===== config.mk =====
export PLATFORM = sky130hd
export DESIGN_NAME = number_literal_scanner
export DESIGN_NICKNAME = d
export VERILOG_FILES = /design/src/hdl/nls_pkg.sv /design/src/hdl/nls_step.sv /design/src/hdl/number_literal_scanner.sv
export SDC_FILE = /design/constraint.sdc
export NUM_CORES = 1
export LEC_CHECK = 0
export ABC_AREA = 1
export BUFFER_PORTS_ARGS = -buffer_cell sky130_fd_sc_hd__buf_2
export CORE_AREA = 2 2 99 63
export CTS_CLUSTER_DIAMETER = 120
export DETAILED_ROUTE_END_ITERATION = 6
export DIE_AREA = 0 0 101 65
export GPL_TIMING_DRIVEN = 0
export PLACE_DENSITY = 0.68
export SYNTH_ARGS = -nofsm -noshare
export SYNTH_HDL_FRONTEND = slang
export SYNTH_SLANG_ARGS = --single-unit

===== constraint.sdc =====
create_clock -name i_clk -period 3.3 [get_ports i_clk]
set_input_delay 0.825 -clock i_clk [delete_from_list [all_inputs] [get_ports i_clk]]
set_output_delay 0.825 -clock i_clk [all_outputs]
set_load 0.05 [all_outputs]

===== src/hdl/nls_pkg.sv =====
// Package for the number literal scanner: item types, scan state, character helpers.
`timescale 1ns / 1ps

package nls_pkg;

    typedef enum logic [9:0] {
        PH_IDLE    = 10'b00_0000_0001,
        PH_PREFIX  = 10'b00_0000_0010,
        PH_INT     = 10'b00_0000_0100,
        PH_FRAC    = 10'b00_0000_1000,
        PH_EXPSIGN = 10'b00_0001_0000,
        PH_EXPDIG  = 10'b00_0010_0000,
        PH_FSUF    = 10'b00_0100_0000,
        PH_ISUF    = 10'b00_1000_0000,
        PH_SUFLAST = 10'b01_0000_0000,
        PH_END     = 10'b10_0000_0000
    } t_phase;

    typedef enum logic [1:0] {
        RADIX_DEC = 2'd0,
        RADIX_HEX = 2'd1,
        RADIX_BIN = 2'd2,
        RADIX_OCT = 2'd3
    } t_radix;

    typedef struct packed {
        logic [7:0] text_byte;
        logic [7:0] next_byte;
        logic       token_start;
    } t_scan_in;

    typedef struct packed {
        logic consumed;
        logic literal_done;
        logic malformed;
    } t_scan_out;

    typedef struct packed {
        t_phase phase;
        t_radix radix;
        logic   error_seen;
        logic   digit_seen;
    } t_scan_state;

    localparam logic [7:0] CH_NUL   = 8'h00;
    localparam logic [7:0] CH_X     = 8'h78;
    localparam logic [7:0] CH_B     = 8'h62;
    localparam logic [7:0] CH_O     = 8'h6F;
    localparam logic [7:0] CH_U     = 8'h75;
    localparam logic [7:0] CH_I     = 8'h69;
    localparam logic [7:0] CH_E_LO  = 8'h65;
    localparam logic [7:0] CH_E_UP  = 8'h45;
    localparam logic [7:0] CH_F     = 8'h66;
    localparam logic [7:0] CH_S     = 8'h73;
    localparam logic [7:0] CH_UNDER = 8'h5F;
    localparam logic [7:0] CH_DOLLAR = 8'h24;
    localparam logic [7:0] CH_DOT   = 8'h2E;
    localparam logic [7:0] CH_PLUS  = 8'h2B;
    localparam logic [7:0] CH_MINUS = 8'h2D;
    localparam logic [7:0] CH_0     = 8'h30;
    localparam logic [7:0] CH_1     = 8'h31;
    localparam logic [7:0] CH_2     = 8'h32;
    localparam logic [7:0] CH_3     = 8'h33;
    localparam logic [7:0] CH_4     = 8'h34;
    localparam logic [7:0] CH_6     = 8'h36;
    localparam logic [7:0] CH_7     = 8'h37;
    localparam logic [7:0] CH_8     = 8'h38;
    localparam logic [7:0] CH_9     = 8'h39;

    function automatic logic is_dec(input logic [7:0] c);
        return (c >= CH_0) && (c <= CH_9);
    endfunction

    function automatic logic in_radix(input logic [7:0] c, input t_radix r);
        logic res;
        case (r)
            RADIX_HEX: res = is_dec(c) || (c >= 8'h61 && c <= 8'h66) || (c >= 8'h41 && c <= 8'h46);
            RADIX_BIN: res = (c == CH_0) || (c == CH_1);
            RADIX_OCT: res = (c >= CH_0) && (c <= CH_7);
            default:   res = is_dec(c);
        endcase
        return res;
    endfunction

    function automatic logic word_start(input logic [7:0] c);
        return (c >= 8'h61 && c <= 8'h7A) || (c >= 8'h41 && c <= 8'h5A)
            || (c == CH_UNDER) || (c == CH_DOLLAR);
    endfunction

endpackage


===== src/hdl/nls_step.sv =====
// Per-byte scan step: next scan state and result item from the current state and byte.
`timescale 1ns / 1ps

module nls_step (
    input  nls_pkg::t_scan_state i_state,
    input  nls_pkg::t_scan_in    i_item,
    output nls_pkg::t_scan_state o_state,
    output nls_pkg::t_scan_out   o_item
);

    logic [7:0]           c;
    logic [7:0]           nb;
    logic                 non_dec;
    logic                 err_run;
    logic                 take;
    logic                 idle_path;
    nls_pkg::t_scan_state ns;

    assign c       = i_item.text_byte;
    assign nb      = i_item.next_byte;
    assign non_dec = (i_state.radix != nls_pkg::RADIX_DEC);
    // error flag once a digit run ends, empty runs are errors
    assign err_run = i_state.error_seen | ~i_state.digit_seen;

    always_comb begin
        ns        = i_state;
        take      = 1'b0;
        idle_path = 1'b0;
        case (i_state.phase)
            nls_pkg::PH_PREFIX: begin
                if (c == nls_pkg::CH_NUL) begin
                    ns.error_seen = 1'b1;
                end else begin
                    ns.phase = nls_pkg::PH_INT;
                    take     = 1'b1;
                end
            end
            nls_pkg::PH_INT: begin
                if (nls_pkg::in_radix(c, i_state.radix) || c == nls_pkg::CH_UNDER) begin
                    ns.digit_seen = 1'b1;
                    take          = 1'b1;
                end else begin
                    ns.error_seen = err_run;
                    if (c == nls_pkg::CH_U || c == nls_pkg::CH_I) begin
                        ns.phase = nls_pkg::PH_ISUF;
                        take     = 1'b1;
                    end else if (!err_run) begin
                        if (c == nls_pkg::CH_DOT
                            && !(nls_pkg::word_start(nb) || nb == nls_pkg::CH_DOT)) begin
                            ns.error_seen = non_dec;
                            ns.phase      = nls_pkg::PH_FRAC;
                            take          = 1'b1;
                        end else if (c == nls_pkg::CH_E_LO || c == nls_pkg::CH_E_UP) begin
                            ns.error_seen = non_dec;
                            ns.digit_seen = 1'b0;
                            ns.phase      = nls_pkg::PH_EXPSIGN;
                            take          = 1'b1;
                        end else if (c == nls_pkg::CH_F) begin
                            ns.error_seen = non_dec;
                            ns.phase      = nls_pkg::PH_FSUF;
                            take          = 1'b1;
                        end
                    end
                end
            end
            nls_pkg::PH_FRAC: begin
                if (nls_pkg::is_dec(c) || c == nls_pkg::CH_UNDER) begin
                    take = 1'b1;
                end else if (c == nls_pkg::CH_E_LO || c == nls_pkg::CH_E_UP) begin
                    ns.error_seen = i_state.error_seen | non_dec;
                    ns.digit_seen = 1'b0;
                    ns.phase      = nls_pkg::PH_EXPSIGN;
                    take          = 1'b1;
                end else if (c == nls_pkg::CH_F) begin
                    ns.error_seen = i_state.error_seen | non_dec;
                    ns.phase      = nls_pkg::PH_FSUF;
                    take          = 1'b1;
                end
            end
            nls_pkg::PH_EXPSIGN, nls_pkg::PH_EXPDIG: begin
                if (i_state.phase == nls_pkg::PH_EXPSIGN
                    && (c == nls_pkg::CH_PLUS || c == nls_pkg::CH_MINUS)) begin
                    ns.phase = nls_pkg::PH_EXPDIG;
                    take     = 1'b1;
                end else if (nls_pkg::is_dec(c) || c == nls_pkg::CH_UNDER) begin
                    ns.digit_seen = 1'b1;
                    ns.phase      = nls_pkg::PH_EXPDIG;
                    take          = 1'b1;
                end else begin
                    ns.error_seen = err_run;
                    if (c == nls_pkg::CH_F) begin
                        ns.error_seen = err_run | non_dec;
                        ns.phase      = nls_pkg::PH_FSUF;
                        take          = 1'b1;
                    end
                end
            end
            nls_pkg::PH_FSUF: begin
                if ((c == nls_pkg::CH_3 && nb == nls_pkg::CH_2)
                    || (c == nls_pkg::CH_6 && nb == nls_pkg::CH_4)) begin
                    ns.phase = nls_pkg::PH_SUFLAST;
                    take     = 1'b1;
                end else begin
                    ns.error_seen = 1'b1;
                end
            end
            nls_pkg::PH_ISUF: begin
                if (c == nls_pkg::CH_8 || c == nls_pkg::CH_S) begin
                    ns.phase = nls_pkg::PH_END;
                    take     = 1'b1;
                end else if ((c == nls_pkg::CH_1 && nb == nls_pkg::CH_6)
                    || (c == nls_pkg::CH_3 && nb == nls_pkg::CH_2)
                    || (c == nls_pkg::CH_6 && nb == nls_pkg::CH_4)) begin
                    ns.phase = nls_pkg::PH_SUFLAST;
                    take     = 1'b1;
                end else begin
                    ns.error_seen = 1'b1;
                end
            end
            nls_pkg::PH_SUFLAST: begin
                if (c == nls_pkg::CH_NUL) begin
                    ns.error_seen = 1'b1;
                end else begin
                    ns.phase = nls_pkg::PH_END;
                    take     = 1'b1;
                end
            end
            nls_pkg::PH_END: begin
                take = 1'b0;
            end
            default: begin
                idle_path = 1'b1;
                ns.phase  = nls_pkg::PH_IDLE;
                if (i_item.token_start && nls_pkg::is_dec(c)) begin
                    take          = 1'b1;
                    ns.error_seen = 1'b0;
                    if (c == nls_pkg::CH_0
                        && (nb == nls_pkg::CH_X || nb == nls_pkg::CH_B
                            || nb == nls_pkg::CH_O)) begin
                        ns.radix      = (nb == nls_pkg::CH_X) ? nls_pkg::RADIX_HEX :
                                        (nb == nls_pkg::CH_B) ? nls_pkg::RADIX_BIN :
                                                                nls_pkg::RADIX_OCT;
                        ns.digit_seen = 1'b0;
                        ns.phase      = nls_pkg::PH_PREFIX;
                    end else begin
                        ns.radix      = nls_pkg::RADIX_DEC;
                        ns.digit_seen = 1'b1;
                        ns.phase      = nls_pkg::PH_INT;
                    end
                end
            end
        endcase

        o_item.consumed     = take;
        o_item.literal_done = ~idle_path & ~take;
        o_item.malformed    = ~idle_path & ~take & ns.error_seen;
        if (!idle_path && !take) begin
            ns.phase = nls_pkg::PH_IDLE;
        end
        o_state = ns;
    end

endmodule


===== src/hdl/number_literal_scanner.sv =====
// Top level of the number literal scanner: input register, scan state, result register.
// An accepted byte is held in the input register; its result item is then registered in the result register.
// Throughput: one byte per cycle when the output is not stalled; the scan state updates as an
// item moves from the input register into the result register, so bytes follow back to back.
// Reset: synchronous active-low i_rst_n empties both registers and returns the scan
// state to idle, decimal radix, no error, no digit.
`timescale 1ns / 1ps

module number_literal_scanner (
    input  logic                i_clk,
    input  logic                i_rst_n,
    input  logic                i_in_valid,
    output logic                o_in_stall,
    input  nls_pkg::t_scan_in   i_in_item,
    output logic                o_out_valid,
    input  logic                i_out_stall,
    output nls_pkg::t_scan_out  o_out_item
);

    logic                 r_in_valid;
    nls_pkg::t_scan_in    r_in_item;
    logic                 r_out_valid;
    nls_pkg::t_scan_out   r_out_item;
    nls_pkg::t_scan_state r_state;
    nls_pkg::t_scan_state n_state;
    nls_pkg::t_scan_out   n_out_item;
    logic                 move;

    nls_step u_step (
        .i_state (r_state),
        .i_item  (r_in_item),
        .o_state (n_state),
        .o_item  (n_out_item)
    );

    assign move       = r_in_valid && (!r_out_valid || !i_out_stall);
    assign o_in_stall = r_in_valid && !move;

    always_ff @(posedge i_clk) begin
        if (!i_rst_n) begin
            r_in_valid <= 1'b0;
        end else if (!o_in_stall) begin
            r_in_valid <= i_in_valid;
        end
    end

    always_ff @(posedge i_clk) begin
        if (!o_in_stall && i_in_valid) begin
            r_in_item <= i_in_item;
        end
    end

    always_ff @(posedge i_clk) begin
        if (!i_rst_n) begin
            r_out_valid <= 1'b0;
            r_state     <= '{phase: nls_pkg::PH_IDLE, radix: nls_pkg::RADIX_DEC,
                             error_seen: 1'b0, digit_seen: 1'b0};
        end else begin
            if (move) begin
                r_out_valid <= 1'b1;
                r_state     <= n_state;
            end else if (!i_out_stall) begin
                r_out_valid <= 1'b0;
            end
        end
    end

    always_ff @(posedge i_clk) begin
        if (move) begin
            r_out_item <= n_out_item;
        end
    end

    assign o_out_valid = r_out_valid;
    assign o_out_item  = r_out_item;

    a_done_not_consumed: assert property (@(posedge i_clk) disable iff (!i_rst_n)
        o_out_valid |-> !(o_out_item.literal_done && o_out_item.consumed))
        else $error("literal end byte reported as consumed");

    a_malformed_with_done: assert property (@(posedge i_clk) disable iff (!i_rst_n)
        (o_out_valid && o_out_item.malformed) |-> o_out_item.literal_done)
        else $error("malformed flag without literal end");

    a_done_returns_idle: assert property (@(posedge i_clk) disable iff (!i_rst_n)
        (move && n_out_item.literal_done) |=> (r_state.phase == nls_pkg::PH_IDLE))
        else $error("scan state not idle after literal end");

    a_stall_only_when_full: assert property (@(posedge i_clk)
        o_in_stall |-> r_in_valid)
        else $error("input stalled with empty input register");

    a_reset_empties: assert property (@(posedge i_clk)
        !i_rst_n |=> (!o_out_valid && !r_in_valid))
        else $error("registers hold items after reset");

endmodule

==> results of run 1 <==
[stage by stage]
| stage | hold slack, ns | total power, uW |
|---|---|---|
| 6_report | 0.481 | 1030 |
| 4_1_cts | 0.482 | 1040 |
| 2_1_floorplan | 0.454 | 681 |
| 5_1_grt | 0.520 | 1100 |
| 3_5_place_dp | 0.472 | 736 |
| 3_3_place_gp | 0.469 | 734 |
[cells by family (layout without fill, tap and decap cells)]
logic type | Yosys count | in the layout | synth area share [%]
AND/OR/NAND/NOR | 299 | 299 | 49.8
AO/OA/AOI/OAI | 34 | 34 | 6.69
buffers and inverters | 69 | 101 | 9.97
flip-flops | 36 | 36 | 33.5
[tightest hold or removal path: cells and delay by family, from the launching register on]
family             cells  cell delay (ns)
AOI/OAI and AO/OA      1             0.06
DFF                    1             0.32
and+or+nand+nor        1             0.06
[registers in the layout (all words and copies together), names as in the netlist]
signal,cells
r_state,14
o_out_valid,1
o_out_item,3
r_in_valid,1
r_in_item,17
[worst min-delay path by stage]
stage,from,to,cells past startpoint
floorplan,r_state[0],r_state[0],2
global placement,r_state[0],r_state[0],2
detailed placement,r_state[0],r_state[0],2
CTS,r_state[0],r_state[0],2
global route,r_state[0],r_state[0],2
finish,r_state[0],r_state[0],2
[report_power, final]
| group | switching, uW | internal [uW] |
|---|---|---|
| combinational | 142 | 63.2 |
| clock | 152 | 148 |
| sequential | 25.8 | 501 |
[cell usage in the layout, fill, tap and decap left out]
cell      synthesis  routed
or3_1             1       1
o211ai_1          2       2
clkbuf_8          0       5
nor2_2            9       9
nand2_2          13      13
nand3_1          40      40
a21boi_0          1       1
nand2_1         127     127
o21ai_0          11      11
nand3_4           1       1
edfxtp_1         20      20
a22o_1            1       1
inv_1            65      65
or2_2             1       1
clkbuf_1          0       2
nor2_1           67      67
nand3b_1          3       3
nor2_4            2       2
o21bai_1          1       1
dfxtp_1          16      16
nor3_1           13      13
buf_6             2       2
nand3_2           4       4
a21oi_1          17      17
o21ai_1           1       1
and2_1            2       2
nand2_4           2       2
buf_2             0      24
nor4_1            2       2
inv_2             2       2
clkinv_2          0       1
nand4_1          12      12
[layout make-up]
| class | instances | share of cell area, % |
|---|---|---|
| Multi-Input combinational cell | 333 | 51.1 |
| Clock inverter | 1 | 0.165 |
| Sequential cell | 36 | 30.3 |
| Timing Repair Buffer | 24 | 3.95 |
| Inverter | 67 | 8.28 |
| Buffer | 2 | 0.741 |
| Tap cell | 72 | 2.96 |
| Clock buffer | 7 | 2.51 |
[routing by layer]
| metal | GRT usage (%) | vias to the layer above |
|---|---|---|
| met2 | 31.6 | 153 |
| met1 | 36.8 | 1286 |
| li1 | - | 1466 |
| met5 | 0 | - |
| met4 | 5.07 | 0 |
| met3 | 8.09 | 4 |
==> qor.yml, run 1 <==
drt:
  met2_length_um: 2660
  final_antenna_net_count: 0
  routed_wl_um: 7170
  route.met3.wl_um: 842
  via_per_inst: 5.37
  drc_errors: 0
  met1Wirelength_um: 3630
  wl_per_cell_um: 13.2
  drtIter0Drc: 268
  top_layer_used: "met4"
  via_count: 2909
  drt_first_pass_iters: 5
clock_network:
  cts_num_sinks: 36
  cts_setup_buffers: 0
  cts.path.max_buffers: 2
  clk_pin_slew_worst_paths_ns: 0.07
  cts_repair_resize_count: 0
  clock_latency_ns: 0.29
  root_buffer: "clkbuf_8"
  cts_htree_levels: 2
  cts_tree: "done"
  hold_buffers: 0
  numCtsBuffers: 5
timing:
  fmax_ghz: 0.421
  tightest_slew_ns: 0.817
  maxSlewViolCount: 0
  setup_slack_ns: 0.925
  rsz0062_at_grt: "no"
  setup_tns_ns: 0
  fin_crit_ns: 2.37
  max_slew_margin_pct: 45.3
  period_share_pct: 72.0
  finalHoldViolations: 0
  setup_viol: 0
  finClkSkew_ns: 0.0105
global_routing:
  overflow: 0
  grt_max_degree: 18
  grtUsageTotal_pct: 23.9
  antenna_found_initial: 0
  grt_pass1_wl_um: 12100
  grt_pass1_vias: 2518
power:
  vdd_drop_max_uv: 149
  p_leak_uw: 0.00154
  power.density_nw_per_um2: 340
synth:
  synth.area.top_cells: "edfxtp_1, nand2_1, dfxtp_1"
  synth_edf_count: 20
  ys_ff_latch: 36
  syn_area_um2: 2750
  async_flop_share_pct: 0
  synth_most_common_cell: "nand2_1"
  post_synth_num_cell_types: 28
  ys.flop_type: "edfxtp_1"
  synth.yosys.seq_area_share_pct: 33.5
  syn_area_per_cell_um2: 6.27
  synth_largest_area_cell: "edfxtp_1"
  synth-warning-count: 0
  synthCells: 438
  syn_nets: 459
  synth_top_area_share_pct: 21.9
  netlist_top_cells_count: "nand2_1, nor2_1, inv_1"
finish:
  nets: 490
  area_delta_synth_final_pct: 10.6
  fillerInstances: 577
  drive_above_1_share_pct: 14.0
  seqCellArea_um2: 921
  final_cell_count_no_fill: 542
  insertedDiodeCount: 0
  post-route-util_pct: 52.6
  fin_area_um2: 3040
  multiInputGateArea_um2: 1550
floorplan:
  initial_core_util_pct: 47.5
  ios: 26
  dieArea_um2: 6570
  die_h_um: 65
  fp-row-count: 22
  die_width_um: 101
  coreArea_um2: 5780
placed_design:
  io_buffers: 24
  dpl-instance-area_um2: 2960
  dp_hpwl_um: 5680
  pre_cts_ws_ns: 0.722
  placed_cells: 534
  gp_congestion: 0.970
setup_path:
  crit_fanout: 10
  cp-endpoint: "r_state[7]"
  path_buf_inv: 3
  worst_ep_required_time_ns: 3.46
  crit_chain: "inv_1, nand2_1, nor3_1, nand2_1, nand2_1, inv_1, nand2_1, nand2_1, nand2_2, nand3_2, nand3_4, buf_6, nand2_2, nand2_1, nor2_1"
  critPathArrivalTime_ns: 2.54
  worst_setup_path_end_kind: "register"
  rrSetupSlack_ns: 0.93
  cpMostUsedCell: "nand2_1"
  cp-start-kind: "register"
  r2r_start: "r_in_item[12]"
  critical-path-top-delay-family: "simple AND/OR/NAND/NOR gates"
  cpMaxStageDelayCell: "edfxtp_1"
  path_depth: 15
  critical_path.startpoint: "r_in_item[12]"
  worstSetupPathType: "register to register"
  r2r_end: "r_state[7]"
  cp_slowest_stage_delay_ns: 0.43
  reg2reg_depth: 15
run:
  drv_cap: 0
outcome:
  outcome: "complete, no violations"
hold_path:
  hold_path.class: "register to register"
No activity file was read; power rests on OpenSTA's default activity.
==> inputs of run 2 (changes only) <==
PLACE_DENSITY = 0.7   (was 0.68)
clock period = 2.1 ns   (was 3.3 ns; I/O delays follow)
==> qor.yml, run 2 (synthesized netlist as in run 1, its figures left out) <==
finish:
  final_cell_mix: "nand2_1, inv_1, nor2_1"
  top_register: "r_in_item"
  layout_commonest_cell: "nand2_1"
  drive_above_1_share_pct: 33.9  # +20 points
  area_delta_synth_final_pct: 35.1
  largest_register_ffs: 17  # unchanged
  insertedDiodeCount: 0  # unchanged
  nets: 527  # +7.6%
setup_path:
  critical_path.startpoint: "r_in_item[11]"
  reg2reg_depth: 15  # unchanged
  cp_slowest_stage_delay_ns: 0.49  # +0.06 ns
  rrSetupSlack_ns: -0.08  # -1.00 ns
  r2r_end: "o_out_item[0]"
  cpMaxStageDelayCell: "edfxtp_1"
  worst_ep_required_time_ns: 2.16  # -1.30 ns
  critPathArrivalTime_ns: 2.23  # -0.31 ns
  worst_setup_path_end_kind: "register"
  path_buf_inv: 3  # unchanged
  worstSetupPathType: "register to register"
  cpMostUsedCell: "nand2_2"
  critical-path-top-delay-family: "simple AND/OR/NAND/NOR gates"
  crit_chain: "inv_2, nand2_2, nor2_4, nand2_2, nand2_2, nand2_2, nand2_4, inv_2, nand2_1, nor2_2, nor2_1, nor2_2, nand2_4, buf_4, nor2_1"
  r2r_start: "r_in_item[11]"
  crit_fanout: 7  # -3
  cp-start-kind: "register"
drt:
  met2_length_um: 3590  # +35%
  route.met3.wl_um: 863  # +2.5%
  via_count: 3145  # +8.1%
  drc_errors: 0  # unchanged
  drt_first_pass_iters: 6  # +1
  routed_wl_um: 8680  # +21%
  drtIter0Drc: 348  # +30%
  top_layer_used: "met4"
  via_per_inst: 5.43  # +1.2%
  met1Wirelength_um: 4070  # +12%
  final_antenna_net_count: 0  # unchanged
  wl_per_cell_um: 15.0  # +13%
power:
  p_leak_uw: 0.00179  # +16%
  vdd_drop_max_uv: 274  # +84%
  power.density_nw_per_um2: 526  # +55%
clock_network:
  root_buffer: "clkbuf_8"
  clk_pin_slew_worst_paths_ns: 0.08  # about the same
  hold_buffers: 0  # unchanged
  clock_latency_ns: 0.30  # about the same
  cts_tree: "done"
  numCtsBuffers: 5  # unchanged
  cts.path.max_buffers: 2  # unchanged
  cts_htree_levels: 2  # unchanged
  cts_num_sinks: 36  # unchanged
floorplan:
  coreArea_um2: 5780  # unchanged
  die_h_um: 65  # unchanged
  initial_core_util_pct: 47.5  # unchanged
  dieArea_um2: 6570  # unchanged
  die_width_um: 101  # unchanged
  ios: 26  # unchanged
  fp-row-count: 22  # unchanged
global_routing:
  overflow: 0  # unchanged
  grt_pass1_wl_um: 13100  # +7.6%
  grt_max_degree: 18  # unchanged
  antenna_found_initial: 0  # unchanged
  grt_pass1_vias: 2702  # +7.3%
  grtUsageTotal_pct: 26.0  # +2.1 points
run:
  drv_cap: 0  # unchanged
timing:
  setup_viol: 10  # +10
  maxSlewViolCount: 0  # unchanged
  fin_crit_ns: 2.18  # -0.199 ns
  rsz0062_at_grt: "yes"
  finalHoldViolations: 0  # unchanged
  setup_slack_ns: -0.0759  # -1.00 ns
  tightest_slew_ns: 0.683  # -0.134 ns
  finClkSkew_ns: 0.00518  # -0.00529 ns
  setup_tns_ns: -0.429  # -0.429 ns
  period_share_pct: 104  # +32 points
  max_slew_margin_pct: 54.4  # +9.1 points
  fmax_ghz: 0.460  # +9.1%
hold_path:
  worstHoldPathCells: 1  # -1
  hold_path.class: "primary input to register"
  hp-start: "i_in_item[14]"
  min_to: "r_in_item[14]"
placed_design:
  io_buffers: 24  # unchanged
  gp_congestion: 1.00  # +3.3%
  dp_hpwl_um: 5940  # +4.5%
  pre_cts_ws_ns: -0.270  # -0.992 ns
outcome:
  violations: "negative setup slack"
  outcome: "complete, but fails checks"
run 2: changes by cell type in the layout (fill, tap and decap cells not counted), sizes merged:
cell / change
bufinv: +1
buf: +36
run 2: how the worst max path moves through the flow:
stage / slack, ns / to / cells after the start
2_1_floorplan: 0.11 / r_in_item[0] / 5
4_1_cts: 0.001 / r_state[5] / 16
6_report: -0.08 / o_out_item[0] / 15
3_5_place_dp: -0.27 / r_state[7] / 15
3_3_place_gp: -0.27 / r_state[8] / 15
5_1_grt: -0.19 / r_state[7] / 17
run 2: power by group:
| group | internal [uW] | switching, uW | total [uW] |
|---|---|---|---|
| combinational | 171 | 285 | 456 |
| sequential | 788 | 50.2 | 838 |
| clock | 383 | 278 | 661 |
| total | 1340 | 613 | 1950 |
run 2: what timing repair did:
| action | in CTS | in global routing |
|---|---|---|
| gates cloned | 0 | 1 |
| pin swaps | 7 | 29 |
| setup buffers | 14 | 23 |
| endpoints found under the hold margin | 0 | 0 |
| setup endpoints to repair | 15 | 17 |
| gates resized for setup | 25 | 77 |
run 2: cell type report:
class,count,area (um^2)
plain buffers,2,26.3
clock buffers,6,82.6
clock inverters,2,33.8
fillers,500,2070
inverters,67,259
multi-input cells,333,1870
flip-flops and latches,36,925
well taps,72,90.1
repair buffers,61,427
run 2: metrics by stage:
stage          total power, uW  util, %  instances  hold slack (ns)  cell area [um^2]
2_1_floorplan             1070        -        438            0.454              2750
3_3_place_gp              1160     51.2        534            0.467              2960
3_5_place_dp              1160     51.2        534            0.474              2960
4_1_cts                   1840     56.5        555            0.398              3270
5_1_grt                   2040     64.2        579            0.387              3710
6_report                  1950     64.2        579            0.397              3710
run 2: metal layers:
layer,global-route usage [%],up-vias
li1,-,1543
met1,40.1,1412
met2,36.2,167
met3,5.50,23
met4,6.59,0
met5,0,-
